### src/rtl/core/urcp_pkg.sv
// ----------------------------------------------------------------------------
// urcp_pkg
// Shared types, byte codes and decode helpers for the remote command parser.
// ----------------------------------------------------------------------------
package urcp_pkg;

  localparam int ACC_WIDTH   = 32;
  localparam int VALUE_WIDTH = 32;
  localparam int CALC_WIDTH  = (ACC_WIDTH > VALUE_WIDTH) ? ACC_WIDTH : VALUE_WIDTH;

  localparam logic [7:0] BYTE_OPEN    = 8'h7B;
  localparam logic [7:0] BYTE_CLOSE   = 8'h7D;
  localparam logic [7:0] BYTE_SEND    = 8'h50;
  localparam logic [7:0] BYTE_NOPARAM = 8'h23;
  localparam logic [7:0] BYTE_LED     = 8'h58;
  localparam logic [7:0] BYTE_HOLD    = 8'd10;
  localparam logic [7:0] BYTE_LETTER  = 8'h40;
  localparam logic [7:0] BYTE_FWD_HI  = 8'h41;
  localparam logic [7:0] BYTE_LEFT_HI = 8'h48;
  localparam logic [7:0] ASCII_ZERO   = 8'd48;

  localparam logic [7:0] CMD_0 = 8'h30;
  localparam logic [7:0] CMD_1 = 8'h31;
  localparam logic [7:0] CMD_2 = 8'h32;
  localparam logic [7:0] CMD_3 = 8'h33;

  localparam logic [7:0] OFFSET_0 = 8'd200;
  localparam logic [7:0] OFFSET_1 = 8'd19;
  localparam logic [7:0] OFFSET_2 = 8'd50;
  localparam logic [7:0] OFFSET_3 = 8'd10;

  localparam logic [2:0] POS_CMD    = 3'd1;
  localparam logic [2:0] POS_FOURTH = 3'd3;
  localparam logic [2:0] POS_MAX    = 3'd4;

  typedef enum logic [2:0] {
    DIR_STOP  = 3'd0,
    DIR_FWD   = 3'd1,
    DIR_BACK  = 3'd2,
    DIR_RIGHT = 3'd3,
    DIR_LEFT  = 3'd4
  } dir_t;

  function automatic dir_t dir_of_code(input logic [7:0] code);
    dir_t d;
    d = DIR_STOP;
    if (code == 8'h01) d = DIR_FWD;
    else if (code == 8'h05) d = DIR_BACK;
    else if (code >= 8'h02 && code <= 8'h04) d = DIR_RIGHT;
    else if (code >= 8'h06 && code <= 8'h08) d = DIR_LEFT;
    return d;
  endfunction

endpackage

### src/rtl/core/uart_remote_command_parser.sv
// ----------------------------------------------------------------------------
// uart_remote_command_parser
// Byte-wise decoder of drive, LED and brace-framed parameter commands.
// ----------------------------------------------------------------------------
// One received byte is taken per cycle and its result appears in the output
// register on the next cycle; a byte may be taken while the previous result
// is still being transferred out, as long as that result leaves in the same
// cycle. The per-byte decode and the times-ten accumulate of the frame
// value are both done between the input port and the result register.
module uart_remote_command_parser
  import urcp_pkg::*;
(
  input  logic               clk,
  input  logic               rst,
  input  logic               in_valid,
  output logic               in_ready,
  input  logic [7:0]         rx_byte,
  output logic               out_valid,
  input  logic               out_ready,
  output logic [2:0]         direction,
  output logic               led_state,
  output logic               param_valid,
  output logic signed [31:0] param_value,
  output logic               send_request
);

  logic                 capturing, capturing_next;
  logic [2:0]           frame_pos, frame_pos_next;
  logic [7:0]           command_byte, command_byte_next;
  logic [7:0]           fourth_byte, fourth_byte_next;
  logic [ACC_WIDTH-1:0] accumulator, accumulator_next;
  dir_t                 drive_dir, drive_dir_next;
  logic                 led_level, led_level_next;

  logic                          res_valid;
  logic                          res_send;
  logic signed [VALUE_WIDTH-1:0] res_value;
  logic                          cmd_hit;
  logic [7:0]                    cmd_offset;
  logic signed [CALC_WIDTH-1:0]  acc_ext;
  logic                          capt_now;
  logic                          accept;

  dir_t                          out_dir;
  logic                          out_led;
  logic                          out_pvalid;
  logic signed [VALUE_WIDTH-1:0] out_pvalue;
  logic                          out_send;

  assign in_ready = !out_valid || out_ready;
  assign accept   = in_valid && in_ready;

  always_comb begin
    unique case (command_byte)
      CMD_0:   begin cmd_hit = 1'b1; cmd_offset = OFFSET_0; end
      CMD_1:   begin cmd_hit = 1'b1; cmd_offset = OFFSET_1; end
      CMD_2:   begin cmd_hit = 1'b1; cmd_offset = OFFSET_2; end
      CMD_3:   begin cmd_hit = 1'b1; cmd_offset = OFFSET_3; end
      default: begin cmd_hit = 1'b0; cmd_offset = 8'd0; end
    endcase
  end

  assign acc_ext = CALC_WIDTH'(signed'(accumulator));

  always_comb begin
    led_level_next    = led_level ^ (rx_byte == BYTE_LED);
    drive_dir_next    = drive_dir;
    capturing_next    = capturing;
    frame_pos_next    = frame_pos;
    command_byte_next = command_byte;
    fourth_byte_next  = fourth_byte;
    accumulator_next  = accumulator;
    res_valid         = 1'b0;
    res_send          = 1'b0;
    res_value         = '0;

    if (rx_byte > BYTE_HOLD) begin
      if (rx_byte >= BYTE_FWD_HI && rx_byte <= BYTE_LEFT_HI) begin
        drive_dir_next = dir_of_code(rx_byte - BYTE_LETTER);
      end else begin
        drive_dir_next = DIR_STOP;
      end
    end else if (rx_byte < BYTE_HOLD) begin
      drive_dir_next = dir_of_code(rx_byte);
    end

    capt_now = capturing || (rx_byte == BYTE_OPEN);

    if (rx_byte == BYTE_CLOSE) begin
      if (fourth_byte == BYTE_SEND) begin
        res_send = 1'b1;
      end else if (command_byte != BYTE_NOPARAM && cmd_hit) begin
        res_valid = 1'b1;
        res_value = VALUE_WIDTH'(acc_ext - CALC_WIDTH'(cmd_offset));
      end
      capturing_next    = 1'b0;
      frame_pos_next    = '0;
      command_byte_next = '0;
      fourth_byte_next  = '0;
      accumulator_next  = '0;
    end else if (capt_now) begin
      capturing_next = 1'b1;
      if (frame_pos == POS_CMD)    command_byte_next = rx_byte;
      if (frame_pos == POS_FOURTH) fourth_byte_next  = rx_byte;
      if (frame_pos >= POS_FOURTH) begin
        accumulator_next = (accumulator << 3) + (accumulator << 1)
                         + ACC_WIDTH'(rx_byte) - ACC_WIDTH'(ASCII_ZERO);
      end
      if (frame_pos < POS_MAX) frame_pos_next = frame_pos + 3'd1;
    end
  end

  always_ff @(posedge clk) begin
    if (rst) begin
      capturing    <= 1'b0;
      frame_pos    <= '0;
      command_byte <= '0;
      fourth_byte  <= '0;
      accumulator  <= '0;
      drive_dir    <= DIR_STOP;
      led_level    <= 1'b0;
      out_valid    <= 1'b0;
    end else begin
      if (accept) begin
        capturing    <= capturing_next;
        frame_pos    <= frame_pos_next;
        command_byte <= command_byte_next;
        fourth_byte  <= fourth_byte_next;
        accumulator  <= accumulator_next;
        drive_dir    <= drive_dir_next;
        led_level    <= led_level_next;
        out_valid    <= 1'b1;
      end else if (out_ready) begin
        out_valid <= 1'b0;
      end
    end
  end

  always_ff @(posedge clk) begin
    if (accept) begin
      out_dir    <= drive_dir_next;
      out_led    <= led_level_next;
      out_pvalid <= res_valid;
      out_pvalue <= res_value;
      out_send   <= res_send;
    end
  end

  assign direction    = out_dir;
  assign led_state    = out_led;
  assign param_valid  = out_pvalid;
  assign param_value  = out_pvalue;
  assign send_request = out_send;

  // a parameter and a report request never come from the same byte
  assert property (@(posedge clk) disable iff (rst)
    out_valid |-> !(param_valid && send_request))
    else $error("param and send request together");

  // value is zero whenever no parameter is emitted
  assert property (@(posedge clk) disable iff (rst)
    (out_valid && !param_valid) |-> (param_value == '0))
    else $error("stray parameter value");

  // a closing brace always leaves the frame state cleared
  assert property (@(posedge clk) disable iff (rst)
    (accept && rx_byte == BYTE_CLOSE) |=>
      (!capturing && frame_pos == '0 && accumulator == '0))
    else $error("frame not cleared on close");

  // position never runs past its saturation point
  assert property (@(posedge clk) disable iff (rst)
    frame_pos <= POS_MAX)
    else $error("frame position overflow");

endmodule
### config.mk
export PLATFORM = sky130hd
export DESIGN_NAME = uart_remote_command_parser
export DESIGN_NICKNAME = d
export VERILOG_FILES = /design/src/rtl/core/urcp_pkg.sv /design/src/rtl/core/uart_remote_command_parser.sv
export SDC_FILE = /design/constraint.sdc
export NUM_CORES = 1
export LEC_CHECK = 0
export ABC_AREA = 1
export ABC_CLOCK_PERIOD_IN_PS = 3500
export BUFFER_PORTS_ARGS = -buffer_cell sky130_fd_sc_hd__buf_2
export CAP_MARGIN = 5
export CELL_PAD_IN_SITES_DETAIL_PLACEMENT = 1
export CELL_PAD_IN_SITES_GLOBAL_PLACEMENT = 1
export CORE_ASPECT_RATIO = 0.5
export CORE_MARGIN = 2
export CORE_UTILIZATION = 45
export DETAILED_ROUTE_END_ITERATION = 10
export PLACE_DENSITY_LB_ADDON = 0.1
export SYNTH_ARGS = -nofsm -noshare
export SYNTH_HDL_FRONTEND = slang
export SYNTH_SLANG_ARGS = --single-unit
### constraint.sdc
create_clock -name clk -period 3.5 [get_ports clk]
set_clock_uncertainty 0.1 [all_clocks]
set_input_delay 0.35 -clock clk [delete_from_list [all_inputs] [get_ports clk]]
set_output_delay 0.35 -clock clk [all_outputs]
set_load 0.02 [all_outputs]
==> results, run 1 <==
- The run finished with clean final reports.
- The total overflow reported by the global router is 0.
- The count of inserted antenna diode cells is 0.
- The signed area change from the synthesized netlist to the final layout is 11.38%.
- Across all hold checks on the routed design, the worst slack comes to 191.9 ps.
- At the worst endpoint, the required time is 3520 ps.
- TritonCTS built the clock tree.
- For this run, the leading register cell type out of synthesis is dfxtp_1.
- Setup repair after global routing could not meet its margin everywhere.
- Measured along the x axis, the die boundary spans between 150 and 200 µm.
- The setup TNS after final layout is 0 ps.
- The die covers around 0.019 mm².
- The via density per instance is 5.226.
- The total count of max-transition violations in the final report was 0.
- In the routed design, unresolved DRC markers number 0.
- Cell internal power was estimated by the tool at 1.816 mW.
- Before antenna repair, the detailed router went through 5 iterations.
- The pin count of the biggest net entering global routing is 40.
- In this run, the clock network consumes between 40% and 50% of the power.
- The count of fill cells added during filler insertion is between 2000 and 2500.
- The worst hold-check path type is input pin to flip-flop.
- After the first detailed-routing iteration, the DRC count stood at 354.
- The sum of internal, switching and leakage power is 2.447 mW.
- The number of placed I/O pins is 52.
- The analysis attributes to net switching a power of around 0.63 mW.
- Across the run, the number of max-cap violations was 0.
- The starting density of the core is 46.58%.
- For the pin with the worst max-slew slack, the measured transition is approximately 630 ps.
- The kind of critical path is flip-flop to flip-flop.
- Of the total power, registers draw 48.2%.
- In the synthesized netlist, mux cells make up 0% of the area.
- The arrival time of data at the critical path endpoint is 3280 ps.
- Counting flops with an async set or reset pin after synthesis yields a share of 0%.
- The synthesized netlist devotes 9.976% of its cell area to compound gates.
- The overall track demand over capacity in global routing is 26.23%.
- The peak supply drop is 0.2309 mV.
- The number of endpoints with negative hold slack in the final report is 0.
- The upper clock frequency limit is approximately 300 MHz.
- In this run the static leakage power is 4.819 nW.
- The number of flip-flops and latches in the synthesized netlist is 95.
- Net switching is 25.76% of the power.
- The initial antenna violation count is 0.
- The number of buffers inserted during clock tree synthesis is 9.
- The final-stage net count is 1421.
- The clock sink count is 95.
- The average cell area after synthesis is 6.583 µm².
- Dividing the detail-routed wire length by the instance count gives 15.96 µm.
- The power density over the cells is 267.8 mW/mm².
- Summing the sequential cell areas from Yosys gives 27.82% of the chip area.
- For this block, the routed nets add up to between 20000 and 25000 µm of wire.
- The worst setup path is captured at a flip-flop.
- The placed cell count is 1530.
- The clock latency reported for the late side of the worst-skew pair is 360 ps.
- The tightest slew margin relative to the limit is 57.83%.
- The category of the worst setup path launch point is a flip-flop.
- The largest family of logic cells by synthesized area is simple AND/OR/NAND/NOR gates.
- The number of warnings reported in the yosys synthesis log is 0.
- The number of different library cells used by synthesis comes to 42.
- The final cell area excluding filler cells is 0.009136 mm².
- The congestion estimate from routability-driven global placement came to 0.9237.
- The number of global-route vias before repair is a little over 8000.
- The buffer type at the clock tree root is clkbuf_16.
- The synthesized instance count is 1246.
- In this run the cell area measured after placement is approximately 0.0088 mm².
- After Yosys synthesis, full adders, half adders and majority gates account for 16.20% of the synthesized area.
- The total of endpoints with negative setup slack in the final report is 0.
- Of the total synthesized cell area, the portion taken by AND, OR, NAND and NOR gates is 31.45%.
- Counting along the longest clock path gives a buffer depth of 2.
- For this run, the number of standard cells in the final layout without fillers is 1546.
- The number of flops mapped to enable cells by yosys is 38.
- The largest driver fanout on the critical path is 4.
- The post-cts repair resize count is 2.
- Of the cells placed in the final design, the portion with a size suffix greater than 1 is 9.604%.
- The post-synthesis net count is 1360.
- The cell row count is 34.
- The synthesized cell area is 0.008203 mm².
- After Yosys synthesis, XOR and XNOR cells account for 0.6406% of the synthesized area.
- The detailed router placed 8080 vias in this run.
- The first global-routing pass estimated 40590 µm of wire.
- In this run, post-CTS hold repair placed 0 buffers.
- The count of port buffers added during placement is a little over 50.
- After floorplanning, the core was sized to cover between 0.015 and 0.02 mm².
- The sum of net half-perimeters after detailed placement is 20020 µm.
- The combinational power share is between 9 and 10%.
- The number of levels the H-tree was split into is 3.
- After clock tree synthesis, the setup repair step added 0 buffers.
- For the finished layout, the period the worst path requires is 3260 ps.
- The post-CTS clock slew at the launch and capture registers of the worst setup and hold paths is 70 ps.
- The count of nets left with antenna violations after detail routing is 0.
- Measured along the y axis, the die boundary spans between 90 and 100 µm.
- The final critical-path share of the clock period is 93.16%.
-- final cells by class --
type                            count  area, µm²  share of cell area [%]
Sequential cell                    95       2282                   24.98
Clock buffer                       12      279.0                   3.054
Clock inverter                      4      33.78                  0.3698
Multi-Input combinational cell    854       4826                   52.82
Inverter                          281       1055                   11.54
Tap cell                          234      292.8                   3.205
Timing Repair Buffer               66      367.9                   4.026
-- routing by layer --
metal	GRT usage [%]	vias up	part of all wire, %
li1	-	4044	-
met1	32.90	3867	46
met2	47.34	138	48
met3	4.578	31	4.1
met4	6.342	0	1.5
met5	0	-	0
-- path summary, 6_finish.rpt --
path | to | start | depth (start not counted) | slack (ps)
max | param_value[28] | command_byte[4] | 20 | 240
min | out_valid | out_ready | 4 | 190
max reg2reg | param_value[28] | command_byte[4] | 20 | 240
min reg2reg | command_byte[3] | command_byte[3] | 2 | 350
-- logic make-up (layout without fill, tap and decap cells) --
group	count (synthesis)	in the layout
flops	95	95
buf+inv	297	363
compound gates	154	154
fa+ha+maj	102	102
xor+xnor	6	6
simple gates	592	592
-- critical path: stages, from the launching register on --
cell	delay (ps)
dfxtp_1	310
inv_1	50
nor4_1	230
buf_4	190
inv_1	70
nor4_2	200
ha_1	210
inv_1	60
fa_1	390
inv_1	80
nand2_1	70
nand2_1	70
nand2_1	100
nand3b_1	120
nand2_2	140
nor2_4	180
nand2_1	130
nor2_1	150
nand2_1	60
nand2_1	60
nor2_1	40
-- Yosys cell counts, types with 2 or more instances --
master | number | area (µm²)
edfxtp_1 | 38 | 1141
o21ai_0 | 37 | 185.2
a21oi_2 | 2 | 17.52
inv_2 | 4 | 15.01
nand3_1 | 63 | 315.3
o211ai_1 | 2 | 15.01
ha_1 | 95 | 1189
or2_2 | 12 | 75.07
nor3_1 | 23 | 115.1
nand3_2 | 11 | 110.1
nand3b_1 | 6 | 45.04
o21ai_1 | 5 | 25.02
xor2_1 | 4 | 35.03
nand4_1 | 14 | 87.58
inv_1 | 276 | 1036
nor4_1 | 4 | 25.02
fa_1 | 7 | 140.1
a211oi_1 | 4 | 30.03
buf_6 | 2 | 22.52
o21a_1 | 4 | 30.03
a21o_1 | 2 | 15.01
nand2_1 | 329 | 1235
xnor2_1 | 2 | 17.52
clkbuf_1 | 7 | 26.28
buf_2 | 6 | 30.03
a21oi_1 | 94 | 470.5
dfxtp_1 | 57 | 1141
nor2_1 | 122 | 457.9
-- placed cells by master, fill, tap and decap left out, drive strengths merged --
master	netlist	layout
xor2	4	4
nor2	123	123
o211ai	2	2
o21ai	42	42
nor4	4	4
dfxtp	57	57
clkinv	1	4
o221ai	1	1
a21oi	96	96
o21bai	1	1
ha	95	95
nand3b	7	7
edfxtp	38	38
fa	7	7
a21o	2	2
nand2	330	330
nor3	25	25
a21boi	1	1
or2	12	12
o22ai	1	1
a211oi	4	4
xnor2	2	2
o21a	4	4
nand3	75	75
clkbuf	7	12
inv	280	281
and2	1	1
buf	9	66
nand4	15	15
-- flip-flops by register name, indices dropped and copies added, names as in the netlist, 3 cells and up --
register / cells
direction: 3
acc_ext: 32
drive_dir: 3
frame_pos: 3
fourth_byte: 8
command_byte: 8
param_value: 32
-- through the flow --
stage                     utilization (%)  worst slack [ps]
after floorplan                         -             382.1
after global placement              49.84             196.5
after detailed placement            49.84             63.61
after CTS                           51.64             24.45
after global routing                51.88            -64.32
final                               51.88             239.5
-- power groups by stage --
stage / clock network (mW) / logic (mW) / registers (mW)
2_1_floorplan: 0 / 0.130 / 1.23
3_3_place_gp: 0 / 0.231 / 1.20
3_5_place_dp: 0 / 0.239 / 1.20
4_1_cts: 1.04 / 0.241 / 1.18
5_1_grt: 1.08 / 0.270 / 1.18
6_report: 1.03 / 0.240 / 1.18
No activity file was read; power rests on OpenSTA's default activity.
==> inputs of run 2 (changes only) <==
--- a/config.mk
+++ b/config.mk
@@ -16,6 +16,7 @@
 export CORE_UTILIZATION = 45
 export DETAILED_ROUTE_END_ITERATION = 10
 export PLACE_DENSITY_LB_ADDON = 0.1
+export RECOVER_POWER = 50
 export SYNTH_ARGS = -nofsm -noshare
 export SYNTH_HDL_FRONTEND = slang
 export SYNTH_SLANG_ARGS = --single-unit
==> results, run 2 (synthesized netlist as in run 1, its figures left out) <==
- The minimum clock period after layout is 3275 ps (+14.96 ps).
- The sequential share of power is 48.3% (about the same).
- By startpoint and endpoint, the worst setup path is classified as flip-flop to flip-flop.
- The placed cell count was 1530 (unchanged).
- The upper clock frequency limit is 305.3 MHz (-0.46%).
- The core area is 0.01761 mm² (unchanged).
- The pin count of the biggest net entering global routing was 40 (unchanged).
- The slew at the pin closest to its max-slew limit is 893.1 ps (+261.3 ps).
- The number of maximum-capacitance violations is 0 (unchanged).
- The buffering stage count on the worst path with inverters included was 5 (unchanged).
- The weighted congestion reported at the end of routability-driven placement was 0.9237 (unchanged).
- The clock latency reported for the late side of the worst-skew pair came to 360 ps (about the same).
- The switching share of power came to 25.98% (+0.22 points).
- The via total after detailed routing is 8065 (-0.19%).
- The total die area is 0.01939 mm² (unchanged).
- The starting density of the core is 46.58% (unchanged).
- The post-CTS clock slew at the launch and capture registers of the worst setup and hold paths is 70 ps (about the same).
- The non-filler instance count after layout is 1546 (unchanged).
- The power density over the cells is 269.6 mW/mm² (+0.69%).
- The total of endpoints with negative setup slack in the final report is 0 (unchanged).
- TritonCTS built the clock tree.
- The critical-path cell with the highest stage delay is fa_1.
- The flow ran to the end, and the final reports show no timing, DRC or antenna violations.
- The total count of max-transition violations in the final report is 0 (unchanged).
- The combinational power share was 9.5% (-0.3 points).
- Walking the worst path, the cells encountered are inv_1 -> nor4_1 -> buf_4 -> inv_1 -> nor4_2 -> ha_1 -> inv_1 -> fa_1 -> inv_1 -> nand2_1 -> nand2_1 -> nand2_1 -> nand3b_1 -> nand2_2 -> nor2_4 -> nand2_1 -> nor2_1 -> nand2_1 -> nand2_1 -> nor2_1.
- Setup repair after global routing could not meet its margin everywhere.
- The die width is 194.9 µm (unchanged).
- The critical path capture point type is a flip-flop.
- The largest stage delay on the critical path is 390 ps (about the same).
- The arrival time of data at the critical path endpoint was 3290 ps (about the same).
- The final critical-path share of the clock period is 93.58% (+0.43 points).
- The largest driver fanout on the critical path is 4 (unchanged).
- The cell that appears most often on the critical path is nand2_1.
- The count of port buffers added during placement is 51 (unchanged).
- The number of remaining DRC errors came to 0 (unchanged).
- The cell family contributing the most delay on the critical path is simple AND/OR/NAND/NOR gates.
- The worst setup path is launched from a flip-flop.
- In this run the critical register-to-register path is launched from command_byte[4].
- The cell row count was 34 (unchanged).
- The number of buffers inserted during clock tree synthesis is 9 (unchanged).
- The clock sink count is 95 (unchanged).
- The number of levels the H-tree was split into is 3 (unchanged).
- The signed area change from the synthesized netlist to the final layout is 10.52%.
- The count of routing violations after the opening detailed-route iteration was 356 (+0.56%).
- The height of the chip came to 99.47 µm (unchanged).
- The worst endpoint required time is 3520 ps (about the same).
- The overall track demand over capacity in global routing is 26.23% (unchanged).
- The buffer type at the clock tree root is clkbuf_16.
- The start point of the worst hold path is out_ready.
- The path class of the tightest hold or removal check is input pin to flip-flop.
- The number of hold-repair buffers added at the cts stage is 0 (unchanged).
- The number of endpoints with negative hold slack in the final report is 0 (unchanged).
- The final-stage net count is 1421 (unchanged).
- The final wirelength came to 24710 µm (+0.17%).
- The top cell types in the final layout, fill and taps aside, are 329 x nand2_1, 277 x inv_1, 120 x nor2_1, 95 x ha_1, 93 x a21oi_1.
- The number of global-route vias before repair came to 8236 (unchanged).
- The initial antenna violation count is 0 (unchanged).
- The critical path startpoint is command_byte[4].
- The length of the first detailed-routing pass in iterations is 4 (-1).
- The switching power is 0.6350 mW (+0.76%).
- The commonest non-fill, non-tap cell in the layout is nand2_1.
- The count of inserted antenna diode cells came to 0 (unchanged).
- The total overflow reported by the global router is 0 (unchanged).
- The post-detailed-route wirelength per cell was 15.98 µm (+0.17%).
- The internal power came to 1.810 mW (-0.37%).
- The number of placed I/O pins is 52 (unchanged).
- The part of the power in the clock network is 42.2% (+0.2 points).
- The wire length of the first global-routing pass came to 40590 µm (unchanged).
- The sum of net half-perimeters after detailed placement was 20020 µm (unchanged).
- The largest buffer count on any clock path is 2 (unchanged).
- The count of nets left with antenna violations after detail routing is 0 (unchanged).
- The proportion of layout cells with a drive suffix above 1 was 6.174% (-3.4 points).
- The leakage power figure was 4.671 nW (-3.1%).
- The via density per instance is 5.217 (-0.19%).
- The setup TNS after final layout is 0 ps (unchanged).
- The tightest slew margin relative to the limit is 40.46% (-17 points).
- The peak supply drop is 0.2337 mV (+1.2%).
[run 2: tightest hold or removal path: stages]
cell and delay, ps:
buf_2 80, inv_1 30, nand2_1 80, a21oi_1 70
[run 2: final timing paths]
kind | endpoint | slack [ps] | depth (start not counted)
setup / recovery | param_value[28] | 220 | 20
hold / removal | out_valid | 190 | 4
setup reg to reg | param_value[28] | 220 | 20
hold reg to reg | command_byte[3] | 350 | 2
[run 2: stage by stage]
stage | hold slack (ps) | cell area (µm²) | total power [mW] | utilization (%) | setup slack, ps
final | 193.6 | 9066 | 2.445 | 51.48 | 224.6
after floorplan | 323.0 | 8203 | 1.363 | - | 382.1
after detailed placement | 343.5 | 8777 | 1.444 | 49.84 | 63.61
after global placement | 333.4 | 8777 | 1.434 | 49.84 | 196.5
after CTS | 194.8 | 9095 | 2.463 | 51.64 | 24.45
after global routing | 227.0 | 9066 | 2.529 | 51.48 | -64.32
[run 2: metal layers]
metal | GRT usage (%) | share of wire [%] | up-vias | wire (µm)
li1 | - | - | 4042 | -
met1 | 32.90 | 47 | 3866 | 11520
met2 | 47.34 | 48 | 126 | 11870
met3 | 4.578 | 3.8 | 31 | 948
met4 | 6.342 | 1.5 | 0 | 375
met5 | 0 | 0 | - | 0
[run 2: what timing repair did]
item                       4_1_cts  5_1_grt
resized for setup                2       11
buffers inserted                 0        0
setup endpoints to repair        4       18
[run 2: cell type report]
type / instances / area, µm²
Fill cell: 2443 / 8546
Multi-Input combinational cell: 854 / 4813
Sequential cell: 95 / 2282
Inverter: 281 / 1055
Timing Repair Buffer: 66 / 310.3
Tap cell: 234 / 292.8
Clock buffer: 12 / 279.0
Clock inverter: 4 / 33.78
[run 2: power groups by stage]
stage | registers, mW | clock network [mW] | logic (mW)
after floorplan | 1.23 | 0 | 0.130
after global placement | 1.20 | 0 | 0.231
after detailed placement | 1.20 | 0 | 0.239
after CTS | 1.18 | 1.04 | 0.241
after global routing | 1.18 | 1.08 | 0.262
final | 1.18 | 1.03 | 0.233
